### src/hw/rtl/swm_pkg.sv
// Package for the sliding window maximum block.
// Sizes, controller/datapath command and status types, state codes, pointer helpers.
// No dependencies; used by the top module, the controller and the datapath.
package swm_pkg;

  localparam int WINDOW_MAX   = 64;
  localparam int SAMPLE_WIDTH = 32;
  localparam int LEN_W        = 7;                        // window_len register width
  localparam int PTR_W        = $clog2(WINDOW_MAX);       // deque slot index
  localparam int CNT_W        = $clog2(WINDOW_MAX + 1);   // occupancy, seen count
  localparam int POS_MOD      = 2 * WINDOW_MAX;           // stream position modulus
  localparam int POS_W        = $clog2(POS_MOD);
  localparam int ENTRY_W      = POS_W + SAMPLE_WIDTH;     // {position, value}

  // controller states, one-hot
  typedef enum logic [5:0] {
    S_IDLE     = 6'b000001,
    S_RD_HEAD  = 6'b000010,
    S_CHK_HEAD = 6'b000100,
    S_RD_BACK  = 6'b001000,
    S_CHK_BACK = 6'b010000,
    S_APPEND   = 6'b100000
  } state_t;

  // controller -> datapath
  typedef struct packed {
    logic load;        // latch the accepted item
    logic rd_back;     // read address: back entry (else front entry)
    logic evict;       // drop the front entry
    logic save_front;  // front entry survives: keep its value
    logic pop;         // drop the back entry
    logic commit;      // append, update counters, emit result if due
  } cmd_t;

  // datapath -> controller
  typedef struct packed {
    logic occ_zero;    // deque empty
    logic occ_one;     // one entry left
    logic aged;        // front entry read out is outside the window
    logic back_le;     // back entry read out is <= the new sample
    logic emit;        // this item yields a result
    logic out_free;    // output register can take a result
  } sts_t;

  // (ptr + cnt) mod WINDOW_MAX, for ptr < WINDOW_MAX and cnt <= WINDOW_MAX
  function automatic logic [PTR_W-1:0] ptr_add(input logic [PTR_W-1:0] ptr,
                                               input logic [CNT_W-1:0] cnt);
    logic [CNT_W:0] s;
    s = (CNT_W+1)'(ptr) + (CNT_W+1)'(cnt);
    if (s >= (CNT_W+1)'(WINDOW_MAX)) begin
      s = s - (CNT_W+1)'(WINDOW_MAX);
    end
    return s[PTR_W-1:0];
  endfunction

endpackage

### src/hw/rtl/sliding_window_maximum.sv
// Sliding window maximum over a signed sample stream, monotonic deque in a 64-entry RAM.
// One item at a time: an empty deque goes straight to the append step, else each entry examined
// takes a read step and a check step (front entries checked for age, back entries compared).
// The result is registered and shows in the cycle after the append step; a waiting result
// stalls only the append step of the next item. Synchronous active-low reset clears
// pointers, counters and output valid; window length resets to 1. No clearing pass.
module sliding_window_maximum (
  input  logic                                    clk,
  input  logic                                    rst_n,
  input  logic                                    in_valid,
  output logic                                    in_ready,
  input  logic signed [swm_pkg::SAMPLE_WIDTH-1:0] in_sample,
  input  logic                                    in_end_of_run,
  output logic                                    out_valid,
  input  logic                                    out_ready,
  output logic signed [swm_pkg::SAMPLE_WIDTH-1:0] out_window_max,
  output logic                                    out_last,
  input  logic                                    cfg_we,
  input  logic [swm_pkg::LEN_W-1:0]               cfg_wdata
);

  swm_pkg::cmd_t cmd;
  swm_pkg::sts_t sts;

  swm_ctrl u_ctrl (
    .clk      (clk),
    .rst_n    (rst_n),
    .in_valid (in_valid),
    .in_ready (in_ready),
    .sts      (sts),
    .cmd      (cmd)
  );

  swm_dp u_dp (
    .clk            (clk),
    .rst_n          (rst_n),
    .in_sample      (in_sample),
    .in_end_of_run  (in_end_of_run),
    .cfg_we         (cfg_we),
    .cfg_wdata      (cfg_wdata),
    .out_valid      (out_valid),
    .out_ready      (out_ready),
    .out_window_max (out_window_max),
    .out_last       (out_last),
    .cmd            (cmd),
    .sts            (sts)
  );

`ifndef NO_ASSERTIONS
  // an accepted item takes the controller out of idle, so no second item is accepted straight after it
  a_busy_after_accept: assert property (@(posedge clk) disable iff (!rst_n)
    in_valid && in_ready |=> !in_ready)
    else $error("input accepted twice in a row");

  // a result is only committed when the output register has room
  a_commit_room: assert property (@(posedge clk) disable iff (!rst_n)
    cmd.commit && sts.emit |-> sts.out_free)
    else $error("result committed into a full output register");

  // never evict or pop from an empty deque
  a_evict_nonempty: assert property (@(posedge clk) disable iff (!rst_n)
    cmd.evict || cmd.pop |-> !sts.occ_zero)
    else $error("deque underflow");

  // a committed result lands in the output register
  a_commit_shows: assert property (@(posedge clk) disable iff (!rst_n)
    cmd.commit && sts.emit |=> out_valid)
    else $error("committed result not shown");
`endif

endmodule

### src/hw/rtl/swm_ram.sv
// Generic single-write, single-read RAM with registered read data.
// No dependencies.
module swm_ram #(
  parameter int WIDTH = 8,
  parameter int DEPTH = 16
) (
  input  logic                     clk,
  input  logic                     we,
  input  logic [$clog2(DEPTH)-1:0] waddr,
  input  logic [WIDTH-1:0]         wdata,
  input  logic [$clog2(DEPTH)-1:0] raddr,
  output logic [WIDTH-1:0]         rdata
);

  logic [WIDTH-1:0] mem [DEPTH];

  always_ff @(posedge clk) begin
    if (we) begin
      mem[waddr] <= wdata;
    end
    rdata <= mem[raddr];
  end

endmodule

### src/hw/rtl/swm_ctrl.sv
// Controller for the sliding window maximum: sequences front eviction,
// back pops and the append/emit step. Depends on swm_pkg.
module swm_ctrl (
  input  logic          clk,
  input  logic          rst_n,
  input  logic          in_valid,
  output logic          in_ready,
  input  swm_pkg::sts_t sts,
  output swm_pkg::cmd_t cmd
);

  swm_pkg::state_t state_r, state_nxt;

  always_ff @(posedge clk) begin
    if (!rst_n) begin
      state_r <= swm_pkg::S_IDLE;
    end else begin
      state_r <= state_nxt;
    end
  end

  assign in_ready = (state_r == swm_pkg::S_IDLE);

  // next state and commands
  always_comb begin
    state_nxt = state_r;
    cmd       = '0;
    unique case (state_r)
      swm_pkg::S_IDLE: begin
        if (in_valid) begin
          cmd.load  = 1'b1;
          state_nxt = sts.occ_zero ? swm_pkg::S_APPEND : swm_pkg::S_RD_HEAD;
        end
      end
      swm_pkg::S_RD_HEAD: begin
        state_nxt = swm_pkg::S_CHK_HEAD;
      end
      swm_pkg::S_CHK_HEAD: begin
        if (sts.aged) begin
          cmd.evict = 1'b1;
          state_nxt = sts.occ_one ? swm_pkg::S_APPEND : swm_pkg::S_RD_HEAD;
        end else begin
          cmd.save_front = 1'b1;
          state_nxt      = swm_pkg::S_RD_BACK;
        end
      end
      swm_pkg::S_RD_BACK: begin
        cmd.rd_back = 1'b1;
        state_nxt   = swm_pkg::S_CHK_BACK;
      end
      swm_pkg::S_CHK_BACK: begin
        if (sts.back_le) begin
          cmd.pop   = 1'b1;
          state_nxt = sts.occ_one ? swm_pkg::S_APPEND : swm_pkg::S_RD_BACK;
        end else begin
          state_nxt = swm_pkg::S_APPEND;
        end
      end
      swm_pkg::S_APPEND: begin
        // if this item yields a result, hold until the output register can take it
        if (!sts.emit || sts.out_free) begin
          cmd.commit = 1'b1;
          state_nxt  = swm_pkg::S_IDLE;
        end
      end
      default: begin
        state_nxt = swm_pkg::S_IDLE;
      end
    endcase
  end

endmodule

### src/hw/rtl/swm_dp.sv
// Datapath for the sliding window maximum: deque store, pointers, counters,
// window length register and output register. Depends on swm_pkg, swm_ram.
module swm_dp (
  input  logic                              clk,
  input  logic                              rst_n,
  input  logic signed [swm_pkg::SAMPLE_WIDTH-1:0] in_sample,
  input  logic                              in_end_of_run,
  input  logic                              cfg_we,
  input  logic [swm_pkg::LEN_W-1:0]         cfg_wdata,
  output logic                              out_valid,
  input  logic                              out_ready,
  output logic signed [swm_pkg::SAMPLE_WIDTH-1:0] out_window_max,
  output logic                              out_last,
  input  swm_pkg::cmd_t                     cmd,
  output swm_pkg::sts_t                     sts
);

  // item and control registers
  logic signed [swm_pkg::SAMPLE_WIDTH-1:0] sample_r;
  logic                                    end_r;
  logic signed [swm_pkg::SAMPLE_WIDTH-1:0] front_r;
  logic [swm_pkg::PTR_W-1:0]               head_r, head_nxt;
  logic [swm_pkg::CNT_W-1:0]               occ_r, occ_nxt;
  logic [swm_pkg::POS_W-1:0]               pos_r, pos_nxt;
  logic [swm_pkg::CNT_W-1:0]               seen_r, seen_nxt, seen_inc;
  logic [swm_pkg::LEN_W-1:0]               wlen_r;
  logic                                    out_valid_r, out_valid_nxt;
  logic signed [swm_pkg::SAMPLE_WIDTH-1:0] out_max_r;
  logic                                    out_last_r;

  logic [swm_pkg::CNT_W-1:0]               wlen_eff;
  logic [swm_pkg::PTR_W-1:0]               raddr, waddr;
  logic [swm_pkg::ENTRY_W-1:0]             rdata;
  logic signed [swm_pkg::SAMPLE_WIDTH-1:0] rd_val;
  logic [swm_pkg::POS_W-1:0]               rd_pos;
  logic [swm_pkg::POS_W-1:0]               age;
  logic [swm_pkg::POS_W-1:0]               pos_inc;

  // deque store: {position, value}
  swm_ram #(
    .WIDTH (swm_pkg::ENTRY_W),
    .DEPTH (swm_pkg::WINDOW_MAX)
  ) u_store (
    .clk   (clk),
    .we    (cmd.commit),
    .waddr (waddr),
    .wdata ({pos_r, sample_r}),
    .raddr (raddr),
    .rdata (rdata)
  );

  assign rd_val = rdata[swm_pkg::SAMPLE_WIDTH-1:0];
  assign rd_pos = rdata[swm_pkg::ENTRY_W-1:swm_pkg::SAMPLE_WIDTH];

  // addresses: front, back (occupancy >= 1 there), append slot
  assign raddr = cmd.rd_back ? swm_pkg::ptr_add(head_r, occ_r - swm_pkg::CNT_W'(1)) : head_r;
  assign waddr = swm_pkg::ptr_add(head_r, occ_r);

  // effective window length: zero acts as one, saturates at the deque depth
  always_comb begin
    if (wlen_r == '0) begin
      wlen_eff = swm_pkg::CNT_W'(1);
    end else if (int'(wlen_r) > swm_pkg::WINDOW_MAX) begin
      wlen_eff = swm_pkg::CNT_W'(swm_pkg::WINDOW_MAX);
    end else begin
      wlen_eff = swm_pkg::CNT_W'(wlen_r);
    end
  end

  // age of the front entry, modulo the position range
  always_comb begin
    if (pos_r >= rd_pos) begin
      age = pos_r - rd_pos;
    end else begin
      age = swm_pkg::POS_W'(swm_pkg::POS_MOD - int'(rd_pos) + int'(pos_r));
    end
  end

  // position and seen count successors
  assign pos_inc  = (int'(pos_r) == swm_pkg::POS_MOD - 1) ? '0 : pos_r + swm_pkg::POS_W'(1);
  assign seen_inc = (int'(seen_r) == swm_pkg::WINDOW_MAX) ? seen_r
                                                          : seen_r + swm_pkg::CNT_W'(1);

  // status to controller
  always_comb begin
    sts.occ_zero = (occ_r == '0);
    sts.occ_one  = (occ_r == swm_pkg::CNT_W'(1));
    sts.aged     = (age >= swm_pkg::POS_W'(wlen_eff));
    sts.back_le  = (rd_val <= sample_r);
    sts.emit     = end_r || (seen_inc >= wlen_eff);
    sts.out_free = !out_valid_r || out_ready;
  end

  // pointer and counter updates
  always_comb begin
    head_nxt = head_r;
    occ_nxt  = occ_r;
    pos_nxt  = pos_r;
    seen_nxt = seen_r;
    priority if (cmd.evict) begin
      head_nxt = swm_pkg::ptr_add(head_r, swm_pkg::CNT_W'(1));
      occ_nxt  = occ_r - swm_pkg::CNT_W'(1);
    end else if (cmd.pop) begin
      occ_nxt  = occ_r - swm_pkg::CNT_W'(1);
    end else if (cmd.commit && end_r) begin
      head_nxt = '0;
      occ_nxt  = '0;
      pos_nxt  = '0;
      seen_nxt = '0;
    end else if (cmd.commit) begin
      occ_nxt  = occ_r + swm_pkg::CNT_W'(1);
      pos_nxt  = pos_inc;
      seen_nxt = seen_inc;
    end
  end

  // output register handshake
  always_comb begin
    if (cmd.commit && sts.emit) begin
      out_valid_nxt = 1'b1;
    end else if (out_ready) begin
      out_valid_nxt = 1'b0;
    end else begin
      out_valid_nxt = out_valid_r;
    end
  end

  // control state
  always_ff @(posedge clk) begin
    if (!rst_n) begin
      head_r      <= '0;
      occ_r       <= '0;
      pos_r       <= '0;
      seen_r      <= '0;
      wlen_r      <= swm_pkg::LEN_W'(1);
      out_valid_r <= 1'b0;
    end else begin
      head_r      <= head_nxt;
      occ_r       <= occ_nxt;
      pos_r       <= pos_nxt;
      seen_r      <= seen_nxt;
      out_valid_r <= out_valid_nxt;
      if (cfg_we) begin
        wlen_r <= cfg_wdata;
      end
    end
  end

  // payload registers
  always_ff @(posedge clk) begin
    if (cmd.load) begin
      sample_r <= in_sample;
      end_r    <= in_end_of_run;
    end
    if (cmd.save_front) begin
      front_r <= rd_val;
    end
    if (cmd.commit && sts.emit) begin
      // empty deque before append: the new sample is the front
      out_max_r  <= sts.occ_zero ? sample_r : front_r;
      out_last_r <= end_r;
    end
  end

  assign out_valid      = out_valid_r;
  assign out_window_max = out_max_r;
  assign out_last       = out_last_r;

endmodule

### config.mk
export PLATFORM = sky130hd
export DESIGN_NAME = sliding_window_maximum
export DESIGN_NICKNAME = d
export VERILOG_FILES = /design/src/hw/rtl/swm_pkg.sv /design/src/hw/rtl/sliding_window_maximum.sv /design/src/hw/rtl/swm_ram.sv /design/src/hw/rtl/swm_ctrl.sv /design/src/hw/rtl/swm_dp.sv
export SDC_FILE = /design/constraint.sdc
export NUM_CORES = 2
export LEC_CHECK = 0
export BUFFER_PORTS_ARGS = -buffer_cell sky130_fd_sc_hd__buf_2
export CAP_MARGIN = 20
export CORE_ASPECT_RATIO = 1.75
export CORE_MARGIN = 10
export CORE_UTILIZATION = 45
export CTS_BUF_LIST = sky130_fd_sc_hd__clkbuf_4
export CTS_CLUSTER_DIAMETER = 60
export CTS_CLUSTER_SIZE = 12
export DETAILED_ROUTE_END_ITERATION = 16
export GPL_TIMING_DRIVEN = 0
export HOLD_SLACK_MARGIN = 0.1
export PLACE_DENSITY = 0.57
export SYNTH_ARGS = -nofsm -noshare
export SYNTH_HDL_FRONTEND = slang
export SYNTH_HIERARCHICAL = 1
export SYNTH_SLANG_ARGS = --single-unit
### constraint.sdc
create_clock -name clk -period 15.8 [get_ports clk]
set_input_delay 0 -clock clk [delete_from_list [all_inputs] [get_ports clk]]
set_output_delay 0 -clock clk [all_outputs]
set_load 0.01 [all_outputs]
==> results.cfg <==
[placed_design]
dp_slack_ps = 9610
port_buffers = 78
dpl.hpwl_um = 223000
gp_congestion = 0.860

[logic_synthesis]
ys_ff_latch = 2674
yosys.area.top_type_share = 0.759
syn-instance-count = 4725
synthesis.nets = 4843
synthDistinctLibCells = 75
synthTopCellsByArea = edfxtp_1 (76%), mux4_2 (13%), dfxtp_1 (1.6%)
ys_top_cells_by_count = edfxtp_1 (2594), mux4_2 (614), o22ai_1 (160), nor2_1 (137), nand2_1 (102)
yosysMostFrequentCell = edfxtp_1
yosys_warnings = 6
syn_area_um2 = 103000
synth_top_area_cell = edfxtp_1
async_reset_ff_frac = 0
ys.flop_type = edfxtp_1
avgSynthCellArea_um2 = 21.7
yosysSeqAreaShare = 0.775
synth_edf_count = 2594

[worst_setup_path]
critical_path_class = reg -> reg
cp_top_family = buffers and inverters
cp_data_required_time_ps = 17030
crit_chain = inv_1, ha_1, inv_1, fa_1, xnor2_1, a21oi_1, buf_2, buf_2, buf_2, buf_2, mux4_2, o221ai_1, o22ai_1, o21a_1
arrival_ps = 7590
crit_path_end_kind = flop
crit_top_cell = buf_2
cp-start-kind = flop
cpPeakStageDelay_ps = 770
crit_path_top_delay_cell = buf_2
path_max_fanout = 10
critPathBufInv = 6

[sta]
max_freq_mhz = 157
relSlewSlack = 0.209
setup_ws_ps = 9450
fin_setup_tns_ps = 0
worstMarginPinSlew_ps = 1180
slew_viol_final = 0
setup-violations-final = 0
period_share = 0.402
fin_crit_ps = 6350
fin_skew_ps = 143
whs_ps = 261
hold_viol_final = 0
rsz0062_at_grt = false

[clock_tree]
clock-sinks = 2674
clockRootBuffer = clkbuf_4
clk_pin_slew_ps = 130
cts_setup_buffers = 0
cts_tree = built
clk_latency_ps = 1380
cts_buffer_depth = 4
cts_buffers = 249
h-tree-depth = 4

[route]
wl_per_cell_um = 37.3
drtIter0Drc = 5849
num_vias = 52563
vias_per_cell = 6.20
wl_um = 316000
drt_pass1_iterations = 6
postRouteAntennaNets = 0
drc_errors = 0

[floorplan]
die-area_um2 = 248000
start_util = 0.453
die_h_um = 652
io_pins = 80
die_w_um = 381
rows = 231
core-area_um2 = 227000

[global_routing]
grt_usage = 0.253
grt_antenna_before_repair = 18
grt_pass1_wl_um = 438000
grt_start_max_net_pins = 66
grt_pass1_vias = 53992
grt_overflow_total = 0

[pwr]
p_leak_nw = 35.2
ir_worst_vdd_mv = 0.0547
powerDensity_nw_per_um2 = 96.2

[layout]
areaGrowthSynthToFinish_pct = 12.4
fin_nets = 5503
drive_gt1_frac = 0.270

[flow_run]
cap_viol_max_count = 0

[min_path]
min_path_type = in -> reg

[run_status]
outcome = finished clean
[metrics by stage]
stage               area, um2   util  cells  total power, mW
finish                 115000  0.509   8479             11.1
global route           115000  0.509   8476             11.5
CTS                    115000  0.509   8468             11.2
detailed placement     112000  0.493   8028             8.23
global placement       107000  0.471   7832             8.16
floorplan              103000      -   4725             8.05
[routing by layer]
metal	track usage	wire (um)
met2	0.457	168000
met1	0.291	108000
met4	0.126	19100
met3	0.0376	20700
met5	0	34
[power breakdown]
part	internal, mW	switching, mW	leakage, nW	total [mW]
Sequential	7.78	0.0350	24.3	7.82
Clock	0.857	2.14	1.40	3.00
Combinational	0.113	0.163	9.57	0.276
Total	8.75	2.34	35.2	11.1
[placed cells by master, fill, tap and decap left out, types with 13 or more instances in the layout]
cell type / netlist / layout
clkbuf_1: 86 / 86
mux2i_1: 63 / 63
a21oi_1: 58 / 58
edfxtp_1: 2594 / 2594
o21ai_0: 55 / 55
o21ai_1: 17 / 17
clkbuf_4: 0 / 298
nor4_1: 32 / 30
o21a_1: 13 / 13
a211oi_1: 27 / 27
dlygate4sd3_1: 0 / 134
buf_6: 27 / 37
a22oi_1: 50 / 50
mux2_2: 31 / 31
dfxtp_1: 80 / 73
nand2_1: 102 / 102
o221ai_1: 23 / 23
a221oi_1: 20 / 20
nor2_4: 0 / 63
buf_4: 40 / 43
nand2b_1: 16 / 16
nand3_1: 45 / 45
nor2_1: 137 / 74
buf_16: 0 / 80
inv_1: 59 / 59
o22ai_1: 160 / 160
a21o_1: 20 / 20
ha_1: 70 / 70
mux4_2: 614 / 614
buf_2: 76 / 155
buf_12: 0 / 92
xnor2_1: 23 / 23
nor2b_1: 30 / 30
[area by class of cell]
cell class                      instances  area [um2]
Fill cell                           18165      111000
Sequential cell                      2674       79500
Multi-Input combinational cell       1749       22000
Timing Repair Buffer                  409        6080
Tap cell                             3029        3790
Clock buffer                          298        2240
Buffer                                242        1380
Inverter                               60         225
Clock inverter                          8        37.5
Antenna cell                           10        25.0
[what timing repair did]
| item | 4_1_cts | 5_1_grt |
|---|---|---|
| hold buffers | 134 | 0 |
| hold endpoints to repair | 107 | 0 |
| setup endpoints to repair | 0 | 0 |
| resized for setup | 0 | 0 |
[worst min-delay path: stages]
cell and delay [ps]:
dlygate4sd3_1 520, buf_2 90, dlygate4sd3_1 580, a21oi_1 80, o22a_2 220
[sequential cells by signal, indices dropped and copies added (netlist names)]
signal,flops
u_dp/occ_r,7
u_dp/out_valid,1
u_dp/u_store/mem,2496
u_dp/head_r,6
u_dp/u_store/rdata,39
u_dp/end_r,1
u_ctrl/state_r,6
u_dp/out_last,1
u_dp/seen_r,7
u_dp/wlen_r,7
u_dp/pos_r,7
u_dp/sample_r,32
u_dp/out_window_max,32
u_dp/front_r,32
[worst paths after layout]
path	start	end	slack (ps)	cells after the start
min	in_valid	u_ctrl/state_r[0]	260	5
max reg2reg	u_dp/occ_r[0]	u_dp/u_store/rdata[36]	9450	14
max	u_dp/occ_r[0]	u_dp/u_store/rdata[36]	9450	14
min reg2reg	u_dp/u_store/rdata[2]	u_dp/front_r[2]	450	0
[cells by family (layout without fill, tap and decap cells)]
logic type | count (synthesis) | count (layout) | synth area share
AOI/OAI and AO/OA | 495 | 495 | 0.0321
xor gates and xnor gates | 32 | 32 | 0.00273
adders and majority gates | 73 | 73 | 0.00912
buffers and inverters | 302 | 1017 | 0.0156
DFF | 2674 | 2674 | 0.775
muxes | 708 | 708 | 0.144
other | 0 | 10 | 0
and+or+nand+nor | 441 | 441 | 0.0213
(Power assumes the default switching activity.)
